$ cat src/rtl/mcse_pkg.sv
// shared types, constants and helper function for the modem clock string decoder
package mcse_pkg;

    // channel payloads
    typedef struct packed {
        logic [7:0] char_code;
        logic       last_char;
    } t_in_item;

    typedef struct packed {
        logic [31:0] unix_seconds;
        logic [31:0] y2k_seconds;
        logic        date_ok;
    } t_out_item;

    // captured fields of one complete clock string
    typedef struct packed {
        logic [6:0] year;
        logic [6:0] month;
        logic [6:0] day;
        logic [6:0] hour;
        logic [6:0] minute;
        logic [6:0] second;
        logic [6:0] zone_q;
        logic       zone_neg;
    } t_fields;

    // character codes
    localparam logic [7:0] CharQuote = 8'h22;
    localparam logic [7:0] CharMinus = 8'h2D;
    localparam logic [7:0] CharZero  = 8'h30;
    localparam logic [7:0] CharNine  = 8'h39;

    // time constants
    localparam logic [31:0] EpochOffset   = 32'd946684800;
    localparam logic [8:0]  DaysPerYear   = 9'd365;
    localparam logic [4:0]  HoursPerDay   = 5'd24;
    localparam logic [5:0]  SecPerMin     = 6'd60;
    localparam logic [9:0]  SecPerQuarter = 10'd900;
    localparam logic [6:0]  MonthMax      = 7'd12;
    localparam logic [6:0]  DayMax        = 7'd31;
    localparam logic [6:0]  LeapMonth     = 7'd3;

    // depth of the queue between parser and arithmetic
    localparam int QueueDepth = 2;

    // days in the year before the first of the given month (1..12)
    function automatic logic [8:0] cum_days(input logic [3:0] month);
        logic [8:0] days;
        unique case (month)
            4'd1:    days = 9'd0;
            4'd2:    days = 9'd31;
            4'd3:    days = 9'd59;
            4'd4:    days = 9'd90;
            4'd5:    days = 9'd120;
            4'd6:    days = 9'd151;
            4'd7:    days = 9'd181;
            4'd8:    days = 9'd212;
            4'd9:    days = 9'd243;
            4'd10:   days = 9'd273;
            4'd11:   days = 9'd304;
            4'd12:   days = 9'd334;
            default: days = 9'd0;
        endcase
        return days;
    endfunction

endpackage

$ cat src/rtl/mcse_front.sv
// character parser: tracks position, captures digit pairs, hands off finished strings
module mcse_front (
    input  logic               i_clk,
    input  logic               i_rst_n,
    input  logic               i_valid,
    input  mcse_pkg::t_in_item i_data,
    output logic               o_stall,
    input  logic               i_full,
    output logic               o_push,
    output mcse_pkg::t_fields  o_push_fields
);
    import mcse_pkg::*;

    // character positions after the optional quote
    localparam logic [4:0] PosYearT   = 5'd0;
    localparam logic [4:0] PosYearU   = 5'd1;
    localparam logic [4:0] PosMonthT  = 5'd3;
    localparam logic [4:0] PosMonthU  = 5'd4;
    localparam logic [4:0] PosDayT    = 5'd6;
    localparam logic [4:0] PosDayU    = 5'd7;
    localparam logic [4:0] PosHourT   = 5'd9;
    localparam logic [4:0] PosHourU   = 5'd10;
    localparam logic [4:0] PosMinT    = 5'd12;
    localparam logic [4:0] PosMinU    = 5'd13;
    localparam logic [4:0] PosSecT    = 5'd15;
    localparam logic [4:0] PosSecU    = 5'd16;
    localparam logic [4:0] PosSign    = 5'd17;
    localparam logic [4:0] PosZoneT   = 5'd18;
    localparam logic [4:0] PosZoneU   = 5'd19;
    localparam logic [4:0] PosMax     = 5'd31;

    logic [4:0] r_pos,    n_pos;
    logic       r_quote,  n_quote;
    t_fields    r_fields, n_fields;

    logic       accept;
    logic       is_digit;
    logic [7:0] char_off;
    logic [3:0] digit;
    logic [6:0] tens;
    logic [6:0] units;
    logic       is_quote;

    assign o_stall = i_full;
    assign accept  = i_valid && !o_stall;

    // digit value, non-digits count as zero
    assign is_digit = (i_data.char_code >= CharZero) && (i_data.char_code <= CharNine);
    assign char_off = i_data.char_code - CharZero;
    assign digit    = is_digit ? char_off[3:0] : 4'd0;
    assign tens     = {digit, 3'b000} + 7'({digit, 1'b0});
    assign units    = 7'(digit);
    assign is_quote = (r_pos == PosYearT) && !r_quote && (i_data.char_code == CharQuote);

    // next capture state
    always_comb begin
        n_fields = r_fields;
        n_pos    = r_pos;
        n_quote  = r_quote;
        if (is_quote) begin
            n_quote = 1'b1;
        end else begin
            unique case (r_pos)
                PosYearT:  n_fields.year     = tens;
                PosYearU:  n_fields.year     = r_fields.year + units;
                PosMonthT: n_fields.month    = tens;
                PosMonthU: n_fields.month    = r_fields.month + units;
                PosDayT:   n_fields.day      = tens;
                PosDayU:   n_fields.day      = r_fields.day + units;
                PosHourT:  n_fields.hour     = tens;
                PosHourU:  n_fields.hour     = r_fields.hour + units;
                PosMinT:   n_fields.minute   = tens;
                PosMinU:   n_fields.minute   = r_fields.minute + units;
                PosSecT:   n_fields.second   = tens;
                PosSecU:   n_fields.second   = r_fields.second + units;
                PosSign:   n_fields.zone_neg = (i_data.char_code == CharMinus);
                PosZoneT:  n_fields.zone_q   = tens;
                PosZoneU:  n_fields.zone_q   = r_fields.zone_q + units;
                default:   ;
            endcase
            if (r_pos != PosMax) begin
                n_pos = r_pos + 5'd1;
            end
        end
    end

    // capture registers, cleared after the last character
    always_ff @(posedge i_clk) begin
        if (!i_rst_n) begin
            r_pos    <= '0;
            r_quote  <= 1'b0;
            r_fields <= '0;
        end else if (accept) begin
            if (i_data.last_char) begin
                r_pos    <= '0;
                r_quote  <= 1'b0;
                r_fields <= '0;
            end else begin
                r_pos    <= n_pos;
                r_quote  <= n_quote;
                r_fields <= n_fields;
            end
        end
    end

    // hand off the finished string including its last character
    assign o_push        = accept && i_data.last_char;
    assign o_push_fields = n_fields;

endmodule

$ cat src/rtl/mcse_queue.sv
// small first-in first-out buffer of captured field sets
module mcse_queue #(
    parameter int DEPTH = mcse_pkg::QueueDepth
) (
    input  logic              i_clk,
    input  logic              i_rst_n,
    input  logic              i_push,
    input  mcse_pkg::t_fields i_push_fields,
    output logic              o_full,
    output logic              o_valid,
    output mcse_pkg::t_fields o_fields,
    input  logic              i_pop
);
    import mcse_pkg::*;

    localparam int PtrW = (DEPTH > 1) ? $clog2(DEPTH) : 1;
    localparam int CntW = $clog2(DEPTH + 1);
    localparam logic [PtrW-1:0] PtrLast = PtrW'(DEPTH - 1);
    localparam logic [CntW-1:0] CntFull = CntW'(DEPTH);

    t_fields         r_mem [DEPTH];
    logic [PtrW-1:0] r_wr_ptr;
    logic [PtrW-1:0] r_rd_ptr;
    logic [CntW-1:0] r_count;
    logic            do_push;
    logic            do_pop;

    assign o_full   = (r_count == CntFull);
    assign o_valid  = (r_count != '0);
    assign o_fields = r_mem[r_rd_ptr];
    assign do_push  = i_push && !o_full;
    assign do_pop   = i_pop && o_valid;

    // storage
    always_ff @(posedge i_clk) begin
        if (do_push) begin
            r_mem[r_wr_ptr] <= i_push_fields;
        end
    end

    // pointers and fill count
    always_ff @(posedge i_clk) begin
        if (!i_rst_n) begin
            r_wr_ptr <= '0;
            r_rd_ptr <= '0;
            r_count  <= '0;
        end else begin
            if (do_push) begin
                r_wr_ptr <= (r_wr_ptr == PtrLast) ? '0 : r_wr_ptr + PtrW'(1);
            end
            if (do_pop) begin
                r_rd_ptr <= (r_rd_ptr == PtrLast) ? '0 : r_rd_ptr + PtrW'(1);
            end
            if (do_push && !do_pop) begin
                r_count <= r_count + CntW'(1);
            end else if (do_pop && !do_push) begin
                r_count <= r_count - CntW'(1);
            end
        end
    end

endmodule

$ cat src/rtl/mcse_back.sv
// arithmetic pipeline: day count, hours, minutes, seconds, zone and epoch offsets
module mcse_back (
    input  logic               i_clk,
    input  logic               i_rst_n,
    input  logic               i_valid,
    input  mcse_pkg::t_fields  i_fields,
    output logic               o_pop,
    output logic               o_valid,
    output mcse_pkg::t_out_item o_data,
    input  logic               i_stall
);
    import mcse_pkg::*;

    logic        advance;

    // stage 1: day count and zone seconds
    logic        r_s1_valid, r_s1_ok, r_s1_neg;
    logic [15:0] r_s1_days;
    logic [6:0]  r_s1_hour, r_s1_min, r_s1_sec;
    logic [16:0] r_s1_zone;
    // stage 2: hours
    logic        r_s2_valid, r_s2_ok, r_s2_neg;
    logic [19:0] r_s2_hours;
    logic [6:0]  r_s2_min, r_s2_sec;
    logic [16:0] r_s2_zone;
    // stage 3: minutes
    logic        r_s3_valid, r_s3_ok, r_s3_neg;
    logic [25:0] r_s3_mins;
    logic [6:0]  r_s3_sec;
    logic [16:0] r_s3_zone;
    // stage 4: local seconds and offsets
    logic        r_s4_valid, r_s4_ok;
    logic [31:0] r_s4_secs;
    logic [31:0] r_s4_adj_y2k;
    logic [31:0] r_s4_adj_unix;
    // output register
    logic        r_out_valid;
    t_out_item   r_out;

    logic        date_ok;
    logic        leap;
    logic [15:0] year16;
    logic [15:0] n_days;
    logic [16:0] n_zone;
    logic [31:0] zone32;

    // whole pipeline moves unless a finished result is held by the receiver
    assign advance = !(r_out_valid && i_stall);
    assign o_pop   = i_valid && advance;

    // date check and day count
    assign date_ok = (i_fields.month >= 7'd1) && (i_fields.month <= MonthMax) &&
                     (i_fields.day >= 7'd1) && (i_fields.day <= DayMax);
    assign leap    = (i_fields.month >= LeapMonth) && (i_fields.year[1:0] == 2'b00);
    assign year16  = 16'(i_fields.year);
    assign n_days  = (16'(i_fields.day) - 16'd1) + year16 * 16'(DaysPerYear)
                   + ((year16 + 16'd3) >> 2) + 16'(cum_days(i_fields.month[3:0]))
                   + 16'(leap);
    assign n_zone  = 17'(i_fields.zone_q) * 17'(SecPerQuarter);
    assign zone32  = 32'(r_s3_zone);

    // valid bits
    always_ff @(posedge i_clk) begin
        if (!i_rst_n) begin
            r_s1_valid  <= 1'b0;
            r_s2_valid  <= 1'b0;
            r_s3_valid  <= 1'b0;
            r_s4_valid  <= 1'b0;
            r_out_valid <= 1'b0;
        end else if (advance) begin
            r_s1_valid  <= i_valid;
            r_s2_valid  <= r_s1_valid;
            r_s3_valid  <= r_s2_valid;
            r_s4_valid  <= r_s3_valid;
            r_out_valid <= r_s4_valid;
        end
    end

    // datapath stages
    always_ff @(posedge i_clk) begin
        if (advance) begin
            r_s1_ok   <= date_ok;
            r_s1_neg  <= i_fields.zone_neg;
            r_s1_days <= n_days;
            r_s1_hour <= i_fields.hour;
            r_s1_min  <= i_fields.minute;
            r_s1_sec  <= i_fields.second;
            r_s1_zone <= n_zone;

            r_s2_ok    <= r_s1_ok;
            r_s2_neg   <= r_s1_neg;
            r_s2_hours <= 20'(r_s1_days) * 20'(HoursPerDay) + 20'(r_s1_hour);
            r_s2_min   <= r_s1_min;
            r_s2_sec   <= r_s1_sec;
            r_s2_zone  <= r_s1_zone;

            r_s3_ok   <= r_s2_ok;
            r_s3_neg  <= r_s2_neg;
            r_s3_mins <= 26'(r_s2_hours) * 26'(SecPerMin) + 26'(r_s2_min);
            r_s3_sec  <= r_s2_sec;
            r_s3_zone <= r_s2_zone;

            r_s4_ok       <= r_s3_ok;
            r_s4_secs     <= 32'(r_s3_mins) * 32'(SecPerMin) + 32'(r_s3_sec);
            r_s4_adj_y2k  <= r_s3_neg ? zone32 : 32'd0 - zone32;
            r_s4_adj_unix <= r_s3_neg ? EpochOffset + zone32 : EpochOffset - zone32;

            r_out.date_ok      <= r_s4_ok;
            r_out.y2k_seconds  <= r_s4_ok ? r_s4_secs + r_s4_adj_y2k : 32'd0;
            r_out.unix_seconds <= r_s4_ok ? r_s4_secs + r_s4_adj_unix : 32'd0;
        end
    end

    assign o_valid = r_out_valid;
    assign o_data  = r_out;

endmodule

$ cat src/rtl/modem_clock_string_to_epoch.sv
// top level: modem clock string to epoch seconds converter
//
// Input channel (i_in_valid / o_in_stall / i_in_data) takes one character of a
// clock string "yy/MM/dd,hh:mm:ss+zz" per transfer, an optional leading quote
// first; last_char marks the final character of a string.
// Output channel (o_out_valid / i_out_stall / o_out_data) gives one transfer per
// string: seconds since 1970 and since 2000-01-01 in UTC, and date_ok.
// Throughput: one character per cycle while o_in_stall is low, set by the parser front.
// After the transfer of the last character the captured string passes the queue,
// four arithmetic stages (day count and zone, hours, minutes, seconds and
// offsets) and the output register.
// A queue of QUEUE_DEPTH captured strings sits between parser and arithmetic.
// When the receiver stalls, the arithmetic pipeline holds; the parser keeps
// taking characters and raises o_in_stall only while the queue is full.
// Reset (synchronous, active low) clears the parser position, all captured
// fields, the queue and every pipeline valid bit; no result is pending.
module modem_clock_string_to_epoch #(
    parameter int QUEUE_DEPTH = mcse_pkg::QueueDepth
) (
    input  logic                 i_clk,
    input  logic                 i_rst_n,
    input  logic                 i_in_valid,
    output logic                 o_in_stall,
    input  mcse_pkg::t_in_item   i_in_data,
    output logic                 o_out_valid,
    input  logic                 i_out_stall,
    output mcse_pkg::t_out_item  o_out_data
);
    import mcse_pkg::*;

    logic    q_full;
    logic    q_push;
    t_fields q_push_fields;
    logic    q_valid;
    t_fields q_fields;
    logic    q_pop;

    // parser front
    mcse_front u_front (
        .i_clk         (i_clk),
        .i_rst_n       (i_rst_n),
        .i_valid       (i_in_valid),
        .i_data        (i_in_data),
        .o_stall       (o_in_stall),
        .i_full        (q_full),
        .o_push        (q_push),
        .o_push_fields (q_push_fields)
    );

    // queue between front and back
    mcse_queue #(
        .DEPTH (QUEUE_DEPTH)
    ) u_queue (
        .i_clk         (i_clk),
        .i_rst_n       (i_rst_n),
        .i_push        (q_push),
        .i_push_fields (q_push_fields),
        .o_full        (q_full),
        .o_valid       (q_valid),
        .o_fields      (q_fields),
        .i_pop         (q_pop)
    );

    // arithmetic back
    mcse_back u_back (
        .i_clk    (i_clk),
        .i_rst_n  (i_rst_n),
        .i_valid  (q_valid),
        .i_fields (q_fields),
        .o_pop    (q_pop),
        .o_valid  (o_out_valid),
        .o_data   (o_out_data),
        .i_stall  (i_out_stall)
    );

`ifndef SYNTHESIS
    // the parser never pushes into a full queue
    a_no_overflow: assert property (@(posedge i_clk) disable iff (!i_rst_n)
        !(q_push && q_full))
        else $error("queue push while full");

    // a rejected date carries zero seconds
    a_bad_date_zero: assert property (@(posedge i_clk) disable iff (!i_rst_n)
        (o_out_valid && !o_out_data.date_ok) |->
        (o_out_data.unix_seconds == 32'd0 && o_out_data.y2k_seconds == 32'd0))
        else $error("bad date with nonzero seconds");

    // both results differ by the 1970 to 2000 offset
    a_epoch_offset: assert property (@(posedge i_clk) disable iff (!i_rst_n)
        (o_out_valid && o_out_data.date_ok) |->
        (o_out_data.unix_seconds == o_out_data.y2k_seconds + EpochOffset))
        else $error("epoch offset mismatch");

    // nothing leaves the block right after reset
    a_reset_quiet: assert property (@(posedge i_clk)
        !i_rst_n |=> !o_out_valid)
        else $error("result valid right after reset");
`endif

endmodule
$ cat config.mk
export PLATFORM = sky130hd
export DESIGN_NAME = modem_clock_string_to_epoch
export DESIGN_NICKNAME = d
export VERILOG_FILES = /design/src/rtl/mcse_pkg.sv /design/src/rtl/mcse_front.sv /design/src/rtl/mcse_queue.sv /design/src/rtl/mcse_back.sv /design/src/rtl/modem_clock_string_to_epoch.sv
export SDC_FILE = /design/constraint.sdc
export NUM_CORES = 1
export LEC_CHECK = 0
export BUFFER_PORTS_ARGS = -buffer_cell sky130_fd_sc_hd__buf_2
export CAP_MARGIN = 20
export CORE_MARGIN = 2
export CORE_UTILIZATION = 40
export CTS_CLUSTER_SIZE = 30
export DETAILED_ROUTE_END_ITERATION = 10
export PLACE_DENSITY = 0.6
export SLEW_MARGIN = 20
export SYNTH_ARGS = -nofsm -noshare
export SYNTH_HDL_FRONTEND = slang
export SYNTH_SLANG_ARGS = --single-unit
$ cat constraint.sdc
create_clock -name i_clk -period 13.4 [get_ports i_clk]
set_input_delay 0.67 -clock i_clk [delete_from_list [all_inputs] [get_ports i_clk]]
set_output_delay 0.67 -clock i_clk [all_outputs]
set_load 0.1 [all_outputs]
## Word level (Yosys, flattened, before mapping)

Memories as Yosys holds them, arrays and structs flattened. A register that Yosys moved wholly into a read port is not among the register bits.
Index checks and enable logic that the tools add are counted.

| storage, ports and cells | value |
|---|---|
| register bits after elaboration | 368 |
| RAM bits | 100 |
| ROM bits | 144 |
| bits of input ports | 13 |
| output and inout bits | 67 |
| word-level logic and storage cells | 160 |
| memories kept | 2 |

Memory list:

| name | depth | bits a word | rd ports | clocked after Yosys merged registers in | write ports | RTL line | RTL |
|---|---|---|---|---|---|---|---|
| (no name shown) | 16 | 9 | 1 | 0 | 0 | mcse_pkg.sv:50 | `unique case (month)` |
| u_queue.r_mem | 2 | 50 | 1 | 1 | 1 | mcse_queue.sv:21 | `t_fields r_mem [DEPTH];` |

| operators by class | value |
|---|---|
| $add $sub $neg | 28 |
| multipliers | 5 |
| order comparisons | 7 |
| equal/unequal tests | 19 |
| mux-type cells | 26 |
| reductions and logical operators | 28 |

Operators by type and width:

| kind | number |
|---|---|
| 2-to-1 mux 50 bit | 2 |
| one-hot mux 7 bit (2 select lines) | 7 |
| adder 32 bit | 2 |
| adder 7 x 4 -> 7 bit | 7 |
| adder 32 x 7 -> 32 bit | 1 |
| 2-to-1 mux 32 bit | 1 |
| adder 30 x 17 -> 31 bit, first input constant | 1 |
| subtractor 30 x 17 -> 31 bit, first input constant | 1 |
| multiplier 26 x 4 -> 30 bit, second input constant | 1 |
| adder 26 x 7 -> 26 bit | 1 |
| == test 5 x 4 -> 1 bit, second input constant | 5 |
| multiplier 20 x 4 -> 24 bit, second input constant | 1 |
| adder 20 x 7 -> 20 bit | 1 |
| == test 5 bit, second input constant | 4 |
| subtractor 1 x 17 -> 18 bit, first input constant | 1 |
| multiplier 16 x 2 -> 17 bit, second input constant | 1 |
| 2-to-1 mux 17 bit | 1 |
| adder 16 x 1 -> 16 bit | 1 |
| adder 16 x 14 -> 16 bit | 1 |
| adder 16 bit | 1 |
| adder 16 x 9 -> 16 bit | 1 |
| == test 8 x 6 -> 1 bit, second input constant | 2 |
| multiplier 7 x 9 -> 16 bit, second input constant | 1 |
| == test 5 x 3 -> 1 bit, second input constant | 3 |
| 31 further kinds | 65 |

## Longest topological paths before layout

| depth | value |
|---|---|
| depth after elaboration | 9 |
| gate-level depth with buffers | 29 |
| depth with buffers taken out | 25 |

## Cells and area by module

A second synthesis with hierarchy kept.

| second synthesis, totals | value |
|---|---|
| cell total of the unflattened synthesis | 2686 |
| area, all modules | 30292.8 sq um |

Modules (own cells, without submodules):

| module | times used | cells each | area an instance (sq um) | seq. area each (sq um) |
|---|---|---|---|---|
| mcse_back | 1 | 1916 | 21602.0 | 8328.0 |
| mcse_front | 1 | 589 | 4859.7 | 1121.1 |
| mcse_queue | 1 | 181 | 3831.2 | 3103.0 |

## Worst setup path after synthesis

OpenSTA, ideal clock, no wires.

| timing path | value |
|---|---|
| path type | flip-flop to flip-flop |
| from | register u_back.r_out_valid, in the netlist u_back.o_valid |
| to | register u_queue.r_count[1] |
| library setup time | 0.076 ns |
| arrival | 9.224 ns |
| data required time | 13.324 ns |
| path slack | 4.100 ns |
| stages on the path, launching flop included | 7 |
| path buffers | 0 |
| clock period less this slack | 9.300 ns |
| cell sequence | dfxtp_1 -> nand2_1 -> o21ai_0 -> ha_1 -> xor2_1 -> or3_1 -> a21boi_0 |

| between the ends | value |
|---|---|
| word-level cells in the longest chain between the ends | 7 |
| elaborated cells on any way between the ends | 9 |
| those cells by class | 1 x mux; 8 x reduce/logical |

RTL lines:

| what | RTL line | RTL |
|---|---|---|
| from (decl) | mcse_back.sv:37 | `logic r_out_valid;` |
| from (signal assigned) | mcse_back.sv:75 | `r_out_valid <= r_s4_valid;` |
| logical AND 1 bit (*) | mcse_back.sv:48 | `assign advance = !(r_out_valid && i_stall);` |
| logical NOT 1 bit (*) | mcse_back.sv:48 |  |
| logical AND 1 bit (*) | mcse_back.sv:49 | `assign o_pop = i_valid && advance;` |
| logical AND 1 bit (*) | mcse_queue.sv:32 | `assign do_pop = i_pop && o_valid;` |
| logical NOT 1 bit | mcse_queue.sv:54 | `if (do_push && !do_pop) begin` |
| logical AND 1 bit | mcse_queue.sv:54 |  |
| 2-to-1 mux 2 bit / nonzero test 2 bit (equally long branches) | n/a |  |
| to (signal assigned) | mcse_queue.sv:55 | `r_count <= r_count + CntW'(1);` |
| to (signal assigned) | mcse_queue.sv:57 | `r_count <= r_count - CntW'(1);` |
| to (decl) | mcse_queue.sv:24 | `logic [CntW-1:0] r_count;` |

Every way passes the cells marked *; elsewhere a longest branch is shown, timed or not.
A chain may end at the register's enable or synchronous reset.

==> results.md <==
* Status: finished clean
* Die area at 76800 µm²
* WL per Instance at 15.3 µm
* Sequential share of the synthesized area at 42.0%
* Clk slew on worst S/H paths at 0.06 ns
* Mapped Cells at 2652
* Mean post-synth cell area at 11.3 µm²
* Pin slew with the least headroom to its limit at 1.03 ns
* First-pass GRT wire length at 96.8 mm
* Post-synth cell types at 92
* Sink Count at 440
* Antenna violations before repair at 0
* Gr usage total at 15.0%
* Critical path arrival at 7.81 ns
* Share of layout cells above drive strength 1 at 8.87%
* Hold path start: u_back.r_s1_sec[2]
* CTS tree: yes
* Via/cell ratio at 5.22
* Final hold violation count at 0
* TritonRoute pass-1 iters at 7
* Max Cap Viol at 0
* FF-to-FF End: u_back.r_s1_days[15]
* Port-buffer cells at 79
* CP Max Fanout at 59
* Die H at 277 µm
* Hpwl dp at 42.0 mm
* Multi-input gate area at 16200 µm²
* Number of enable flip-flop cells after synthesis at 374
* Sequential Area at 12600 µm²
* Final wirelength at 57.1 mm
* Crit path time final at 7.49 ns
* H-Tree Depth at 2
* Core Area at 74200 µm²
* Initial drt markers at 1101
* Post-synth top flop: edfxtp_1
* Layout fillers at 6821
* Reg2Reg Depth at 23
* Nets at 3153
* IO Pins at 80
* Setup Skew at 0.0159 ns
* Row cnt at 100
* Period utilisation layout at 55.9%
* CTS max path bufs at 3
* Largest net degree at the start of global routing at 88
* Global route overflow at 0
* Synthesized area at 29900 µm²
* Setup ws final at 5.91 ns
* Number of global-route vias before repair at 19900
* Warnings from Yosys at 0
* CP Launch Type: flip-flop
* Die X at 277 µm
* Dpl ws at 5.89 ns
* Hold Path Depth at 0
* FMAX at 134 MHz
* Critical path data required time at 13.72 ns
* Crit path capture type: flip-flop
* Clock insertion delay at the later pin of the skew report at 0.58 ns
* Syn-to-layout area delta at 10.5%
* Diodes inserted at 0
* Gpl congestion at 0.898
* Post-CTS Setup Bufs at 0
* Final setup viols at 0
* Worst R2R Setup Slack at 5.91 ns
* Hold buffer count at cts at 0
* FFs w/ async S/R, synth at 0%
* Final slew viol count at 0
* Critical Setup Path Class: reg -> reg
* Mapped Nets at 3079
* Root Driver: clkbuf_16
* Yosys reg bits at 440
* Total CTS buffers at 49
* Via Count at 19500
* HP Class: reg -> reg
* Rel. slew slack at 29.5%
* Worst Hold Path EP: u_back.r_s2_sec[2]
* Unrepaired setup endpoints after global routing: false
* Post-CTS sizing at 0
* Final TNS setup at 0 ns
* Post-route ant nets at 0
* DRC at 0
* Initial Utilization at 40.2%
how the worst max path moves through the flow:
stage | startpoint | endpoint | slack [ns] | depth (start not counted)
2_1_floorplan | u_back.o_valid | u_queue.r_count[1] | 4.10 | 6
3_3_place_gp | flip-flop | u_back.r_s1_days[15] | 6.00 | 25
3_5_place_dp | flip-flop | u_back.r_s1_days[15] | 5.89 | 23
4_1_cts | flip-flop | u_back.r_s1_days[15] | 5.88 | 26
5_1_grt | flip-flop | u_back.r_s1_days[15] | 5.48 | 23
6_report | flip-flop | u_back.r_s1_days[15] | 5.91 | 23
flip-flops by register name (all words and copies together) (netlist names), 5 cells and up, named ones only:
name / cells
u_back.r_s2_sec: 7
u_back.r_s2_min: 7
u_back.r_s2_zone: 15
u_back.r_s2_hours: 20
u_front.r_fields: 50
u_back.r_s1_sec: 7
u_queue.r_mem: 100
u_back.o_data: 58
u_front.r_pos: 5
u_back.r_s1_zone: 15
u_back.r_s3_zone: 15
u_back.r_s1_hour: 7
u_back.r_s3_sec: 7
u_back.r_s1_min: 7
u_back.r_s4_adj_y2k: 16
u_back.r_s1_days: 16
u_back.r_s3_mins: 26
u_back.r_s4_adj_unix: 12
u_back.r_s4_secs: 32
layout make-up:
type                    instances  share of cell area [%]
repair buffers                 91                    1.48
multi-input cells            1924                    49.1
clock inverters                30                    1.32
flip-flops and latches        440                    38.0
well taps                     969                    3.67
inverters                     220                    2.50
clock buffers                  58                    3.88
metal layers:
layer  track usage (%)  vias up  share of wire, %
li1                  -     9709                 -
met1              18.6     9323                44
met2              26.9      348                50
met3              2.10       96               3.7
met4              4.75        0               2.5
met5                 0        -                 0
cells in the final DEF (no fill, tap or decap), drive strengths merged, types with 15 or more instances in the layout:
cell type  instances
nor3b             15
o21a              22
nor2             118
nand3             55
o21bai            24
fa               146
clkbuf            58
ha               268
a21o              69
nor3              46
buf               91
mux2i             20
xnor2            143
xor2              86
a22oi             66
and2              49
dfxtp             66
nor2b             86
a21boi            17
o21ai            122
nand4             20
a21oi            158
inv              221
a211oi            20
clkinv            17
and3              19
mux2              33
a31oi             23
nand2            135
nand2b            20
edfxtp           374
synthesized netlist by cell type, drive strengths merged (6+ instances only):
cell | instances | area share, %
edfxtp | 374 | 38
ha | 268 | 11
inv | 220 | 2.8
a21oi | 158 | 2.7
fa | 146 | 9.8
xnor2 | 143 | 4.2
nand2 | 135 | 1.7
o21ai | 122 | 2.1
nor2 | 118 | 1.5
nor2b | 86 | 1.8
xor2 | 86 | 2.5
a21o | 69 | 1.7
a22oi | 66 | 1.7
dfxtp | 66 | 4.4
nand3 | 55 | 0.92
clkbuf | 53 | 0.67
and2 | 49 | 1.0
nor3 | 46 | 0.79
mux2 | 33 | 1.2
o21bai | 24 | 0.60
a31oi | 23 | 0.48
o21a | 22 | 0.55
a211oi | 20 | 0.52
mux2i | 20 | 0.67
nand2b | 20 | 0.42
nand4 | 20 | 0.49
and3 | 19 | 0.41
a21boi | 17 | 0.45
buf | 15 | 0.31
nor3b | 15 | 0.41
nor4 | 10 | 0.31
o22ai | 10 | 0.21
o31ai | 10 | 0.30
a211o | 8 | 0.23
and4 | 8 | 0.25
o211ai | 8 | 0.20
or3 | 8 | 0.17
a221o | 7 | 0.23
and3b | 7 | 0.22
a2111oi | 6 | 0.28
or2 | 6 | 0.13
critical path, cell delays in order (launching register included):
cell and delay, ns:
dfxtp_2 0.31, buf_4 0.62, mux2i_1 0.93, inv_1 0.28, nand2_1 0.22, o21ai_0 0.16
fa_1 0.48, ha_1 0.30, ha_1 0.29, fa_1 0.55, inv_1 0.06, fa_1 0.53
inv_1 0.04, ha_1 0.33, a21o_1 0.19, a21oi_1 0.22, o21bai_1 0.10, a21oi_1 0.21
o21bai_1 0.11, a211o_1 0.31, a2111oi_0 0.54, o31ai_1 0.15, a21oi_1 0.19, xnor2_1 0.08
kinds of logic after synthesis:
logic type | after synthesis | synth area share [%]
AOI/OAI and AO/OA | 617 | 13.7
xor gates and xnor gates | 229 | 6.74
adders and majority gates | 414 | 21.0
buffers and inverters | 288 | 3.75
DFF | 440 | 42.0
muxes | 53 | 1.92
and+or+nand+nor | 611 | 10.8
stage by stage:
stage          utilization [%]  instances  area [µm²]  hold slack [ns]
6_report                  44.5       3732       33000            0.414
3_5_place_dp              42.2       3644       31300            0.405
5_1_grt                   44.5       3732       33000            0.422
2_1_floorplan                -       2652       29900            0.400
4_1_cts                   44.5       3732       33000            0.393
3_3_place_gp              42.2       3644       31300            0.403
Power is not shown: default switching activity piles up to over one toggle a cycle in this logic, so the estimate is an artifact.
